File: config.mk
export PLATFORM = sky130hd
export DESIGN_NAME = multi_pattern_byte_matcher
export DESIGN_NICKNAME = d
export VERILOG_FILES = /design/src/sv/mpbm_pkg.sv /design/src/sv/multi_pattern_byte_matcher.sv /design/src/sv/mpbm_lane.sv
export SDC_FILE = /design/constraint.sdc
export NUM_CORES = 1
export LEC_CHECK = 0
export CAP_MARGIN = 20
export CORE_MARGIN = 2
export CORE_UTILIZATION = 56
export CTS_BUF_LIST = sky130_fd_sc_hd__clkbuf_4
export CTS_CLUSTER_DIAMETER = 100
export DETAILED_ROUTE_END_ITERATION = 8
export DONT_BUFFER_PORTS = 1
export PLACE_DENSITY_LB_ADDON = 0.25
export SYNTH_ARGS = -nofsm -noshare
export SYNTH_HDL_FRONTEND = slang
export SYNTH_HIERARCHICAL = 1
export SYNTH_SLANG_ARGS = --single-unit
File: constraint.sdc
create_clock -name clk -period 5.5 [get_ports clk]
set_input_delay 0.55 -clock clk [delete_from_list [all_inputs] [get_ports clk]]
set_output_delay 0.55 -clock clk [all_outputs]
set_load 0.05 [all_outputs]
File: src/sv/mpbm_pkg.sv
package mpbm_pkg;

  localparam int NUM_PATTERNS = 4;
  localparam int MAX_LEN      = 8;

  localparam int NUM_PATTERN_REGS = 4;
  localparam int PAT_W            = 64;
  localparam int LEN_W            = 4;
  localparam int LENGTHS_W        = 16;
  localparam int CFG_DATA_W       = 64;
  localparam int CFG_INDEX_W      = 3;
  localparam int POS_W            = 32;
  localparam int TOTAL_W          = 32;
  localparam int IDX_W            = (MAX_LEN > 1) ? $clog2(MAX_LEN) : 1;
  localparam int HITS_W           = $clog2(NUM_PATTERNS + 1);

  localparam logic [CFG_INDEX_W-1:0] CFG_PATTERN_ZERO  = CFG_INDEX_W'(0);
  localparam logic [CFG_INDEX_W-1:0] CFG_PATTERN_ONE   = CFG_INDEX_W'(1);
  localparam logic [CFG_INDEX_W-1:0] CFG_PATTERN_TWO   = CFG_INDEX_W'(2);
  localparam logic [CFG_INDEX_W-1:0] CFG_PATTERN_THREE = CFG_INDEX_W'(3);
  localparam logic [CFG_INDEX_W-1:0] CFG_LENGTHS       = CFG_INDEX_W'(4);
  localparam logic [CFG_INDEX_W-1:0] CFG_CASE          = CFG_INDEX_W'(5);

  localparam logic [7:0] CHAR_UPPER_A = 8'h41;
  localparam logic [7:0] CHAR_UPPER_Z = 8'h5A;
  localparam logic [7:0] CASE_OFFSET  = 8'h20;

  typedef struct packed {
    logic [PAT_W-1:0] pattern;
    logic [LEN_W-1:0] length;
  } lane_cfg_t;

  function automatic logic [7:0] fold_byte(input logic [7:0] c);
    if (c >= CHAR_UPPER_A && c <= CHAR_UPPER_Z) begin
      return c + CASE_OFFSET;
    end
    return c;
  endfunction

endpackage

File: src/sv/multi_pattern_byte_matcher.sv
// result path: input register, then result register
// throughput: one item per cycle unless a result waits on out_ready; every pattern lane compares in parallel
// the input stalls only while the input register is full and a result waits on out_ready
// reset (rst, synchronous, active high) clears pattern progress, byte position,
// match total, both valid flags and all configuration registers to zero
module multi_pattern_byte_matcher (
  input  logic                                clk,
  input  logic                                rst,
  input  logic                                cfg_wr_en,
  input  logic [mpbm_pkg::CFG_INDEX_W-1:0]    cfg_index,
  input  logic [mpbm_pkg::CFG_DATA_W-1:0]     cfg_data,
  input  logic                                in_valid,
  output logic                                in_ready,
  input  logic [7:0]                          data_byte,
  input  logic                                first_of_buffer,
  output logic                                out_valid,
  input  logic                                out_ready,
  output logic [mpbm_pkg::NUM_PATTERNS-1:0]   match_mask,
  output logic [mpbm_pkg::POS_W-1:0]          byte_position,
  output logic [mpbm_pkg::TOTAL_W-1:0]        total_matches
);
  import mpbm_pkg::*;

  logic [PAT_W-1:0]     pattern_regs [NUM_PATTERN_REGS];
  logic [LENGTHS_W-1:0] pattern_lengths;
  logic                 case_sens;

  logic                 s1_valid;
  logic [7:0]           s1_byte;
  logic                 s1_first;
  logic                 advance;

  logic [POS_W-1:0]     position_count;
  logic [POS_W-1:0]     pos;
  logic [TOTAL_W-1:0]   match_total;
  logic [TOTAL_W-1:0]   match_total_next;
  logic [TOTAL_W:0]     total_sum;
  logic [HITS_W-1:0]    hit_count;
  logic [NUM_PATTERNS-1:0] hits;

  // config registers
  always_ff @(posedge clk) begin
    if (rst) begin
      for (int k = 0; k < NUM_PATTERN_REGS; k++) begin
        pattern_regs[k] <= '0;
      end
      pattern_lengths <= '0;
      case_sens       <= 1'b0;
    end else if (cfg_wr_en) begin
      unique case (cfg_index)
        CFG_PATTERN_ZERO:  pattern_regs[0] <= cfg_data;
        CFG_PATTERN_ONE:   pattern_regs[1] <= cfg_data;
        CFG_PATTERN_TWO:   pattern_regs[2] <= cfg_data;
        CFG_PATTERN_THREE: pattern_regs[3] <= cfg_data;
        CFG_LENGTHS:       pattern_lengths <= cfg_data[LENGTHS_W-1:0];
        CFG_CASE:          case_sens       <= cfg_data[0];
        default: ;
      endcase
    end
  end

  assign advance  = s1_valid && (!out_valid || out_ready);
  assign in_ready = !s1_valid || advance;

  // input register
  always_ff @(posedge clk) begin
    if (rst) begin
      s1_valid <= 1'b0;
    end else if (in_ready) begin
      s1_valid <= in_valid;
    end
  end

  always_ff @(posedge clk) begin
    if (in_valid && in_ready) begin
      s1_byte  <= data_byte;
      s1_first <= first_of_buffer;
    end
  end

  for (genvar k = 0; k < NUM_PATTERNS; k++) begin : g_lane
    lane_cfg_t lane_cfg;

    always_comb begin
      if (k < NUM_PATTERN_REGS) begin
        lane_cfg.pattern = pattern_regs[k % NUM_PATTERN_REGS];
        lane_cfg.length  = pattern_lengths[(k % NUM_PATTERN_REGS) * LEN_W +: LEN_W];
      end else begin
        lane_cfg.pattern = '0;
        lane_cfg.length  = '0;
      end
    end

    mpbm_lane u_lane (
      .clk            (clk),
      .rst            (rst),
      .advance        (advance),
      .cfg            (lane_cfg),
      .case_sensitive (case_sens),
      .data_byte      (s1_byte),
      .hit            (hits[k])
    );
  end

  always_comb begin
    hit_count = '0;
    for (int k = 0; k < NUM_PATTERNS; k++) begin
      hit_count = hit_count + HITS_W'(hits[k]);
    end
    total_sum = {1'b0, match_total} + (TOTAL_W + 1)'(hit_count);
    match_total_next = total_sum[TOTAL_W] ? '1 : total_sum[TOTAL_W-1:0];
    pos = s1_first ? '0 : position_count;
  end

  always_ff @(posedge clk) begin
    if (rst) begin
      position_count <= '0;
      match_total    <= '0;
    end else if (advance) begin
      position_count <= pos + POS_W'(1);
      match_total    <= match_total_next;
    end
  end

  // result register
  always_ff @(posedge clk) begin
    if (rst) begin
      out_valid <= 1'b0;
    end else if (!out_valid || out_ready) begin
      out_valid <= s1_valid;
    end
  end

  always_ff @(posedge clk) begin
    if (advance) begin
      match_mask    <= hits;
      byte_position <= pos;
      total_matches <= match_total_next;
    end
  end

endmodule

File: src/sv/mpbm_lane.sv
module mpbm_lane (
  input  logic               clk,
  input  logic               rst,
  input  logic               advance,
  input  mpbm_pkg::lane_cfg_t cfg,
  input  logic               case_sensitive,
  input  logic [7:0]         data_byte,
  output logic               hit
);
  import mpbm_pkg::*;

  logic [LEN_W-1:0] progress;
  logic [LEN_W-1:0] progress_next;
  logic [LEN_W-1:0] p_eff;
  logic [LEN_W-1:0] p_inc;
  logic             len_ok;
  logic [7:0]       pat_byte;
  logic             equal;

  always_comb begin
    len_ok = (cfg.length != '0) && (cfg.length <= LEN_W'(MAX_LEN));
    p_eff  = (progress >= cfg.length) ? '0 : progress;
    pat_byte = cfg.pattern[{p_eff[IDX_W-1:0], 3'b000} +: 8];
    if (case_sensitive) begin
      equal = (pat_byte == data_byte);
    end else begin
      equal = (fold_byte(pat_byte) == fold_byte(data_byte));
    end
    p_inc = p_eff + LEN_W'(1);
    hit   = 1'b0;
    progress_next = '0;
    if (len_ok && equal) begin
      if (p_inc == cfg.length) begin
        hit = 1'b1;
      end else begin
        progress_next = p_inc;
      end
    end
  end

  always_ff @(posedge clk) begin
    if (rst) begin
      progress <= '0;
    end else if (advance) begin
      progress <= progress_next;
    end
  end

endmodule

==> flow_summary_export.csv, run 1 <==
group,metric,value,unit
floorplanning,fp.dieH,205,µm
logic_synthesis,syn_area,22700,µm²
grt,grt_use_met2,48.7,%
logic_synthesis,synthXorXnorAreaFrac,3.68,%
grt,top_usage_layer,"met2",
clock_tree,cts_made_buffers,110,
timing,fin_setup_tns,0,ns
timing,max_freq,0.185,GHz
routing,viasPerCell,6.10,
routing,drc,0,
critical_path,worstPathMaxFanout,5,
placed_design,routabilityCongestion,0.937,
finish,stdcell_count,2852,
timing,finalHoldViolations,0,
finish,area_delta_synth_final,19.9,%
routing,drt-initial-drc-count,1609,
logic_synthesis,synth_edf_count,333,
timing,setup_viol,0,
critical_path,cp.arrival,6.10,ns
critical_path,slowest_delay,0.42,ns
grt,grt_antenna_before_repair,10,
min_path,hp-class,"in2reg",
clock_tree,cts-htree-levels,3,
finish,final_core_util,68.3,%
placed_design,dpl.hpwl,42900,µm
logic_synthesis,synth_mux_area_share,7.49,%
floorplanning,fp-row-count,73,
job,cap_violations,0,
clock_tree,cts.clk_slew.worst_paths,0.07,ns
grt,grt_max_degree,78,
finish,fin_nets,2338,
logic_synthesis,yosys.area_share.simple,20.7,%
logic_synthesis,ys_types,77,
critical_path,cp-end-kind,"register",
grt,grt_pass1_vias,16466,
routing,post_drt_wl_per_cell,22.7,µm
floorplanning,die_w,205,µm
finish,drive_gt1_share,24.2,%
floorplanning,die_area,42100,µm²
clock_tree,cts_tree,"done",
logic_synthesis,ys_warn_count,6,
critical_path,slowest_stage,"fa_1",
timing,finalMaxSlewViolations,0,
clock_tree,clock_sinks,432,
grt,grt.total_usage,30.1,%
timing,skew,0.0995,ns
logic_synthesis,synth.avg_cell_area,11.5,µm²
timing,max_slew.worst_pin.slew,1.05,ns
logic_synthesis,synth_compound_area_share,10.1,%
timing,fin_crit,5.40,ns
clock_tree,root_buffer,"clkbuf_4",
logic_synthesis,synth_fa_ha_area_share,1.92,%
critical_path,cp_num_buf_inv,6,
routing,vias,17389,
routing,dr.pass1.iters,6,
power_and_ir_drop,finalPower,7.39,mW
power_and_ir_drop,p_leak,9.93,nW
floorplanning,num_io_pins,151,
logic_synthesis,yosysSeqAreaShare,52.8,%
critical_path,start_kind,"register",
grt,grt_use_met1,40.4,%
timing,period_share,98.2,%
timing,slew_headroom,30.1,%
grt,grt_pass1_wl,95600,µm
logic_synthesis,ys_ff_latch,432,
logic_synthesis,synth_top_family_by_area,"simple AND/OR/NAND/NOR gates",
critical_path,path_class,"reg2reg",
power_and_ir_drop,ir_worst_vdd,218,µV
routing,antenna_left,0,
clock_tree,clk_path_buf_depth,3,
routing,wl,64800,µm
floorplanning,start_util,56.9,%
finish,fin_area,27200,µm²
grt,use_met3,5.96,%
critical_path,required,6.20,ns
grt,overflow,0,
clock_tree,clkLatencyLatePin,0.90,ns
logic_synthesis,syn_inst,1974,
floorplanning,core,39800,µm²
logic_synthesis,synthFlopType,"edfxtp_1",
critical_path,cp_top_family,"compound AO/OA/AOI/OAI gates",
power_and_ir_drop,p_per_area,272,nW/µm²
critical_path,crit_chain,"ha_4 -> or3b_4 -> a21oi_4 -> buf_8 -> mux2i_4 -> xnor2_2 -> a2111oi_4 -> nand4bb_4 -> o211ai_2 -> nor2_2 -> nor3_2 -> buf_4 -> fa_1 -> inv_2 -> fa_2 -> inv_2 -> fa_2 -> and3_4 -> nand2_4 -> buf_12 -> nor4_4 -> buf_4 -> o41a_1 -> o21a_1",
placed_design,place_area,24000,µm²
outcome,status,"finished clean",
logic_synthesis,synth_async_sr_flop_share,0,%
logic_synthesis,syn_nets,2088,
placed_design,portBuffers,0,
placed_design,dp_cells,2525,
==> layout make-up <==
| class | count | area, µm² |
|---|---|---|
| diodes | 9 | 22.5 |
| clock buffers | 176 | 1320 |
| clock inverters | 30 | 183 |
| fillers | 2973 | 12600 |
| inverters | 72 | 273 |
| multi-input cells | 1368 | 10500 |
| flip-flops and latches | 432 | 12000 |
| well taps | 525 | 657 |
| repair buffers | 240 | 2200 |
==> cells by family after synthesis <==
kind of cell / count (synthesis)
buf+inv: 174
xor+xnor: 89
fa+ha+maj: 33
mux: 105
compound gates: 308
flops: 432
simple gates: 833
==> sequential cells by signal, indices dropped and copies added, names as in the netlist <==
name / count
pattern_regs: 256
byte_position: 32
match_total: 32
position_count: 32
total_matches: 32
g_lane.u_lane/progress: 16
pattern_lengths: 16
s1_byte: 8
match_mask: 4
case_sens: 1
out_valid: 1
s1_first: 1
s1_valid: 1
==> cell usage in the layout, fill, tap and decap left out, types with 15 or more instances in the layout <==
cell type,instances
edfxtp_1,333
and2_1,283
clkbuf_4,177
nand2_1,162
buf_4,137
nor2_1,94
dfxtp_1,90
dlygate4sd3_1,79
a21oi_1,73
inv_1,66
xnor2_1,59
nor2b_1,44
nand3_1,44
nor3_1,38
nand4_1,35
o21ai_0,32
mux4_2,32
mux2_2,30
xor2_1,24
clkinv_1,23
ha_1,23
mux2i_1,20
a211oi_1,18
and3_1,15
a31oi_1,15
==> stage by stage <==
| step | hold WS, ns | setup WS (ns) |
|---|---|---|
| 6_report | 0.00856 | 0.101 |
| 5_1_grt | 0.0135 | -0.0854 |
| 4_1_cts | 0.00468 | 0.000560 |
| 3_5_place_dp | 0.452 | -0.268 |
| 3_3_place_gp | 0.446 | -0.0311 |
| 2_1_floorplan | 0.440 | -0.0102 |
==> path summary, 6_finish.rpt <==
kind | startpoint | end | slack [ns] | cells past startpoint
min | rst | case_sens | 0.009 | 2
min reg2reg | position_count[1] | position_count[1] | 0.47 | 2
max reg2reg | pattern_lengths[0] | match_total[19] | 0.10 | 24
max | pattern_lengths[0] | match_total[19] | 0.10 | 24
==> Yosys cell counts, drive strengths merged, types with 12 or more instances <==
master,number,share of area (%)
o21ai,48,1.1
inv,71,1.2
nor4,14,0.68
nor2,98,1.6
o211ai,21,1.0
nand3,45,1.0
or3,13,0.36
a221oi,12,0.46
and4,14,0.57
dfxtp,99,8.7
a31oi,15,0.41
and3,16,0.44
mux4,44,4.6
xnor2,61,2.4
buf,43,1.1
nand2,166,2.7
nor3b,15,0.52
edfxtp,333,44
a211oi,21,0.70
nand4,35,0.97
xor2,24,0.93
mux2,30,1.5
clkbuf,59,0.98
and2,284,7.8
o22ai,12,0.33
nor3,51,1.2
mux2i,31,1.4
a21oi,78,1.7
nor2b,44,1.2
ha,30,1.7
==> layer usage <==
layer	share of wire, %	wire length [µm]	vias to the layer above
met5	0	0	-
met2	48	31200	898
met3	8.4	5440	138
met1	40	26100	8504
met4	3.1	1990	0
li1	-	-	7849
==> where the power goes <==
part	switching (mW)	total, mW	leakage (nW)	internal (mW)
logic	0.367	0.635	5.06	0.267
registers	0.158	3.83	3.98	3.67
clock network	1.37	2.92	0.898	1.54
total	1.90	7.39	9.93	5.49
==> timing repair <==
action                                 4_1_cts  5_1_grt
buffers inserted                             0       24
pin swaps                                    2       37
setup endpoints to repair                   58       64
resized for setup                           11      101
hold buffers                                80        0
cloned                                       0        5
endpoints found under the hold margin      350        0
No activity file was read; power rests on OpenSTA's default activity.
==> run 2: changes to the inputs <==
- CELL_PAD_IN_SITES_DETAIL_PLACEMENT: not set -> 0
- CELL_PAD_IN_SITES_GLOBAL_PLACEMENT: not set -> 2
- CORE_UTILIZATION: 56 -> 41
- SYNTH_HIERARCHICAL: 1 -> not set
==> run 2 against run 1 <==
Net effect:
- the run now ends with setup timing left
- fmax fell by 8.3%
- cell count up 8.8%
- wire length rose by 10%
- global-route usage decreased by 4.2 points
- final area up 3.1%
- sequential cell count is the same
- sequential power hardly changed
==> flow_summary_export.csv, run 2 <==
group,metric,value,unit
outcome,status,"complete, but fails checks",
outcome,failed_checks,"setup timing",
finish,fin_area,28000,µm²
clock_tree,clk_path_buf_depth,3,
timing,finalHoldViolations,0,
clock_tree,cts-htree-levels,3,
finish,drive_gt1_share,30.7,%
critical_path,cp-end-kind,"register",
finish,final_core_util,53.6,%
logic_synthesis,yosysSeqAreaShare,55.4,%
critical_path,path_class,"reg2reg",
timing,fin_crit,5.89,ns
floorplanning,start_util,41.4,%
finish,largest_register_ffs,256,
critical_path,required,6.28,ns
placed_design,portBuffers,0,
critical_path,start_kind,"register",
power_and_ir_drop,p_per_area,266,nW/µm²
finish,multi_input_area,9920,µm²
timing,fin_setup_tns,-15.64,ns
placed_design,routabilityCongestion,0.886,
logic_synthesis,syn_nets,2010,
timing,slew_headroom,27.4,%
routing,wl,71300,µm
logic_synthesis,syn_area,21600,µm²
logic_synthesis,synth_edf_count,333,
clock_tree,cts_tree,"done",
min_path,hp-class,"in2reg",
power_and_ir_drop,p_leak,10.4,nW
finish,stdcell_count,3102,
logic_synthesis,synth_top_area_share,46.2,%
timing,period_share,107,%
power_and_ir_drop,ir_worst_vdd,169,µV
floorplanning,fp.dieH,234,µm
placed_design,dpl.hpwl,48400,µm
clock_tree,cts_made_buffers,118,
grt,overflow,0,
critical_path,worstPathMaxFanout,7,
timing,whs,0.136,ns
job,cap_violations,0,
routing,antenna_left,0,
routing,dr.pass1.iters,5,
timing,rsz0062_at_grt,"true",
logic_synthesis,synth_top_area_cell,"edfxtp_1",
placed_design,pre_cts_ws,-0.731,ns
clock_tree,clock_sinks,432,
timing,skew,0.0821,ns
logic_synthesis,synthFlopType,"edfxtp_1",
floorplanning,core,52300,µm²
logic_synthesis,ys_types,87,
routing,drc,0,
routing,drt-initial-drc-count,1379,
logic_synthesis,syn_inst,1899,
routing,post_drt_wl_per_cell,23.0,µm
floorplanning,fp-row-count,84,
grt,grt_pass1_wl,103000,µm
critical_path,cp.arrival,6.67,ns
grt,grt.total_usage,25.9,%
logic_synthesis,synth_async_sr_flop_share,0,%
logic_synthesis,synthTopCellsByCount,"edfxtp_1 (333), and2_1 (276), nand2_1 (172)",
timing,finalMaxSlewViolations,0,
clock_tree,root_buffer,"clkbuf_4",
finish,final_cell_mix,"edfxtp_1 (333), buf_4 (290), and2_1 (273)",
clock_tree,cts.clk_slew.worst_paths,0.06,ns
floorplanning,die_area,54600,µm²
logic_synthesis,synth.avg_cell_area,11.4,µm²
finish,seq_area,12000,µm²
grt,grt_max_degree,81,
clock_tree,clkLatencyLatePin,0.94,ns
grt,grt_antenna_before_repair,23,
floorplanning,num_io_pins,151,
finish,area_delta_synth_final,29.5,%
power_and_ir_drop,finalPower,7.45,mW
routing,viasPerCell,5.44,
floorplanning,die_w,234,µm
finish,largest_register,"pattern_regs",
placed_design,dp_cells,2761,
routing,vias,16888,
grt,grt_pass1_vias,16616,
logic_synthesis,ys_ff_latch,432,
timing,max_slew.worst_pin.slew,1.09,ns
timing,layout_setup_ws,-0.390,ns
timing,max_freq,0.170,GHz
finish,fill_cells,4657,
finish,layout_commonest_cell,"edfxtp_1",
logic_synthesis,ys_warn_count,0,
placed_design,place_area,24400,µm²
timing,setup_viol,64,
logic_synthesis,yosysMostFrequentCell,"edfxtp_1",
logic_synthesis,ys_top_cells_by_area,"edfxtp_1 (46%), dfxtp_1 (9.2%), and2_1 (8.0%), mux4_2 (3.1%), xnor2_1 (3.0%)",
finish,fin_nets,2426,
[run 2: changes by cell type in the layout (fill, tap and decap cells not counted), sizes merged, moves of 10 or more]
cell | previous run | this run
nor3 | 51 | 26
clkinv | 25 | 39
buf | 159 | 322
inv | 75 | 57
nand4 | 35 | 11
a211o | 0 | 13
o21ai | 48 | 59
xnor2 | 61 | 74
xor2 | 24 | 36
clkbuf | 178 | 168
a21oi | 78 | 93
mux2 | 30 | 14
and4 | 14 | 2
[run 2: layer usage]
| layer | GRT usage (%) | wire length [µm] |
|---|---|---|
| met1 | 35.1 | 30300 |
| met2 | 40.6 | 33100 |
| met3 | 6.20 | 5780 |
| met4 | 9.41 | 2060 |
| met5 | 0 | 97 |
[run 2: what timing repair did]
item | 4_1_cts | 5_1_grt
hold endpoints to repair | 349 | 0
gates resized for setup | 74 | 143
endpoints found under the setup margin | 64 | 64
hold buffers | 84 | 0
pin swaps | 24 | 29
gates cloned | 3 | 2
buffers inserted | 20 | 14
[run 2: path summary, 6_finish.rpt]
kind	from	endpoint	slack (ns)	depth (start not counted)
worst min register to register	position_count[1]	position_count[1]	0.47	2
worst max-delay path	g_lane[1].u_lane.progress[0]	match_total[8]	-0.39	27
worst max register to register	g_lane[1].u_lane.progress[0]	match_total[8]	-0.39	27
worst min-delay path	rst	g_lane[1].u_lane.progress[2]	0.14	4
[run 2: logic make-up (layout without fill, tap and decap cells)]
group / count (synthesis) / after routing / share of synthesized area, %
other: 0 / 7 / 0
XOR/XNOR: 114 / 114 / 4.87
adder cells (fa/ha/maj): 30 / 30 / 1.84
flip-flops: 432 / 432 / 55.4
AO/OA/AOI/OAI: 330 / 330 / 10.3
multiplexers: 74 / 74 / 5.63
buffers and inverters: 164 / 672 / 3.16
AND/OR/NAND/NOR: 755 / 755 / 18.8
[run 2: final cells by class]
type                       count  share of cell area (%)
sequential                   432                    42.8
clock buffer                 167                    4.47
multi-input combinational   1303                    35.4
clock inverter                45                    1.00
antenna                        7                  0.0625
tap                          688                    3.07
inverter                      54                   0.741
timing repair buffer         406                    12.5
[run 2: report_power, final]
| group | internal (mW) | switching (mW) |
|---|---|---|
| logic | 0.278 | 0.377 |
| registers | 3.68 | 0.154 |
| clock network | 1.51 | 1.46 |
| total | 5.46 | 1.99 |
[run 2: worst max-delay path: stages (launching register included)]
cell      delay (ns)
dfxtp_2         0.36
inv_2           0.06
ha_4            0.21
nor3b_2         0.20
buf_4           0.16
o211ai_1        0.16
a221oi_2        0.28
o22ai_2         0.15
ha_1            0.30
o41ai_2         0.35
buf_4           0.17
xnor2_2         0.11
a41oi_2         0.15
or4_4           0.60
fa_2            0.41
inv_2           0.07
fa_2            0.23
nand3_4         0.09
nor4_4          0.18
and3_4          0.24
nand2_4         0.05
nor4_4          0.18
and2_4          0.19
nand4_1         0.14
buf_6           0.18
and2_4          0.16
buf_12          0.14
a311oi_1        0.26
==> run 3: changes to the inputs <==
- CORE_UTILIZATION: 41 -> 45
- PLACE_DENSITY_LB_ADDON: 0.25 -> 0.1
- clock period: 5.5 -> 5.6 ns (I/O delays scaled with it)
==> run 3 against run 2 <==
Net effect:
- sequential cell count unchanged
- final area down 1.3%
- first-iteration DRC count decreased by 9.3%
- non-clock buffer count decreased by 1
- largest cell class unchanged
- the run still ends with setup timing left
- die area fell by 8.7%
- sequential power shrank 2%
- cell count shrank 2.3%
- highest routed layer unchanged
==> flow_summary_export.csv, run 3 (synthesis results as in run 2) <==
group,metric,value,unit
timing,slew_headroom,27.7,%
timing,fin_setup_tns,-9.48,ns
routing,antenna_left,0,
critical_path,path_class,"reg2reg",
clock_tree,cts_tree,"done",
critical_path,cp_num_buf_inv,6,
job,cap_violations,0,
floorplanning,fp-row-count,80,
grt,grt_pass1_vias,16673,
critical_path,worst-path-stages,29,
placed_design,portBuffers,0,
floorplanning,core,47600,µm²
power_and_ir_drop,ir_worst_vdd,175,µV
critical_path,reg2reg_depth,29,
clock_tree,cts.clk_slew.worst_paths,0.07,ns
floorplanning,die_w,223,µm
routing,viasPerCell,5.56,
clock_tree,clkLatencyLatePin,0.90,ns
floorplanning,num_io_pins,151,
critical_path,cp.arrival,6.67,ns
routing,vias,16853,
critical_path,crit_path_end,"match_total[27]",
grt,grt_pass1_wl,106000,µm
outcome,failed_checks,"setup timing",
clock_tree,root_buffer,"clkbuf_4",
clock_tree,cts_made_buffers,116,
floorplanning,fp.dieH,223,µm
grt,grt.total_usage,28.7,%
finish,area_delta_synth_final,27.9,%
timing,finalMaxSlewViolations,0,
critical_path,slowest_stage,"fa_1",
routing,drc,0,
timing,period_share,105,%
routing,wl,71300,µm
critical_path,start_kind,"register",
timing,whs,0.164,ns
critical_path,cp-end-kind,"register",
floorplanning,die_area,49900,µm²
finish,fin_area,27700,µm²
timing,fin_crit,5.86,ns
min_path,hp-class,"in2reg",
finish,largest_register,"pattern_regs",
finish,final_cell_mix,"edfxtp_1 (333), buf_4 (276), and2_1 (272)",
routing,post_drt_wl_per_cell,23.5,µm
power_and_ir_drop,p_per_area,261,nW/µm²
routing,drt-initial-drc-count,1251,
grt,grt_antenna_before_repair,27,
finish,final_core_util,58.1,%
clock_tree,cts-htree-levels,3,
timing,max_slew.worst_pin.slew,1.08,ns
critical_path,rr_startpoint,"pattern_lengths[2]",
critical_path,cp-startpoint,"pattern_lengths[2]",
critical_path,slowest_delay,0.53,ns
critical_path,cp_top_family,"compound AO/OA/AOI/OAI gates",
finish,layout_commonest_cell,"edfxtp_1",
floorplanning,start_util,45.4,%
placed_design,dp_cells,2655,
min_path,hold_start,"rst",
finish,fill_cells,4085,
critical_path,r2r-end,"match_total[27]",
timing,rsz0062_at_grt,"true",
timing,finalHoldViolations,0,
placed_design,routabilityCongestion,0.891,
grt,overflow,0,
critical_path,required,6.42,ns
placed_design,dpl.hpwl,47400,µm
critical_path,r2r_slack,-0.26,ns
outcome,status,"complete, but fails checks",
placed_design,place_area,24100,µm²
finish,largest_register_ffs,256,
clock_tree,clock_sinks,432,
timing,skew,0.0669,ns
clock_tree,clk_path_buf_depth,3,
finish,fin_nets,2423,
finish,stdcell_count,3031,
finish,drive_gt1_share,28.9,%
timing,layout_setup_ws,-0.257,ns
critical_path,worstPathMaxFanout,8,
power_and_ir_drop,p_leak,10.4,nW
timing,max_freq,0.171,GHz
timing,setup_viol,60,
grt,grt_max_degree,65,
routing,dr.pass1.iters,6,
[run 3: final cells by class]
class	count	area [µm²]	share of cell area, %
Timing Repair Buffer	405	3530	12.8
Clock buffer	178	1340	4.83
Antenna cell	17	42.5	0.154
Clock inverter	27	129	0.466
Multi-Input combinational cell	1303	9660	34.9
Sequential cell	432	12000	43.4
Inverter	54	208	0.750
Tap cell	615	769	2.78
[run 3: tightest hold or removal path, cell delays in order]
cell	delay, ns
nor2_1	0.04
buf_4	0.21
a21o_1	0.20
[run 3: how the worst min path moves through the flow]
stage,end,slack [ns],cells past startpoint
6_report,g_lane[2].u_lane.progress[3],0.16,3
5_1_grt,g_lane[2].u_lane.progress[3],0.14,3
4_1_cts,g_lane[0].u_lane.progress[3],0.06,4
3_5_place_dp,position_count[1],0.45,2
3_3_place_gp,position_count[1],0.44,2
2_1_floorplan,position_count[1],0.44,2
[run 3: repair_timing]
| action | 4_1_cts | 5_1_grt |
|---|---|---|
| gates resized for setup | 115 | 66 |
| endpoints found under the setup margin | 64 | 65 |
| buffers inserted | 47 | 8 |
| pin swaps | 29 | 14 |
| hold buffers | 108 | 0 |
| hold endpoints to repair | 348 | 0 |
| cloned | 3 | 0 |
[run 3: layer usage]
metal,GRT usage [%],up-vias,share of wire [%]
met2,43.5,630,45
li1,-,7783,-
met1,41.0,8318,44
met4,8.02,20,1.7
met3,7.23,102,9.0
met5,0,-,0.18
[run 3: stage by stage]
stage,power [mW],setup slack [ns]
detailed placement,4.30,-0.574
floorplan,4.09,-0.605
CTS,7.27,-0.190
global route,7.49,-0.534
finish,7.21,-0.257
global placement,4.29,-0.490
[run 3: where the power goes]
part,leakage [nW],switching (mW),internal (mW),total [mW]
Clock,0.879,1.36,1.44,2.80
Combinational,5.52,0.369,0.287,0.656
Sequential,3.97,0.147,3.61,3.76
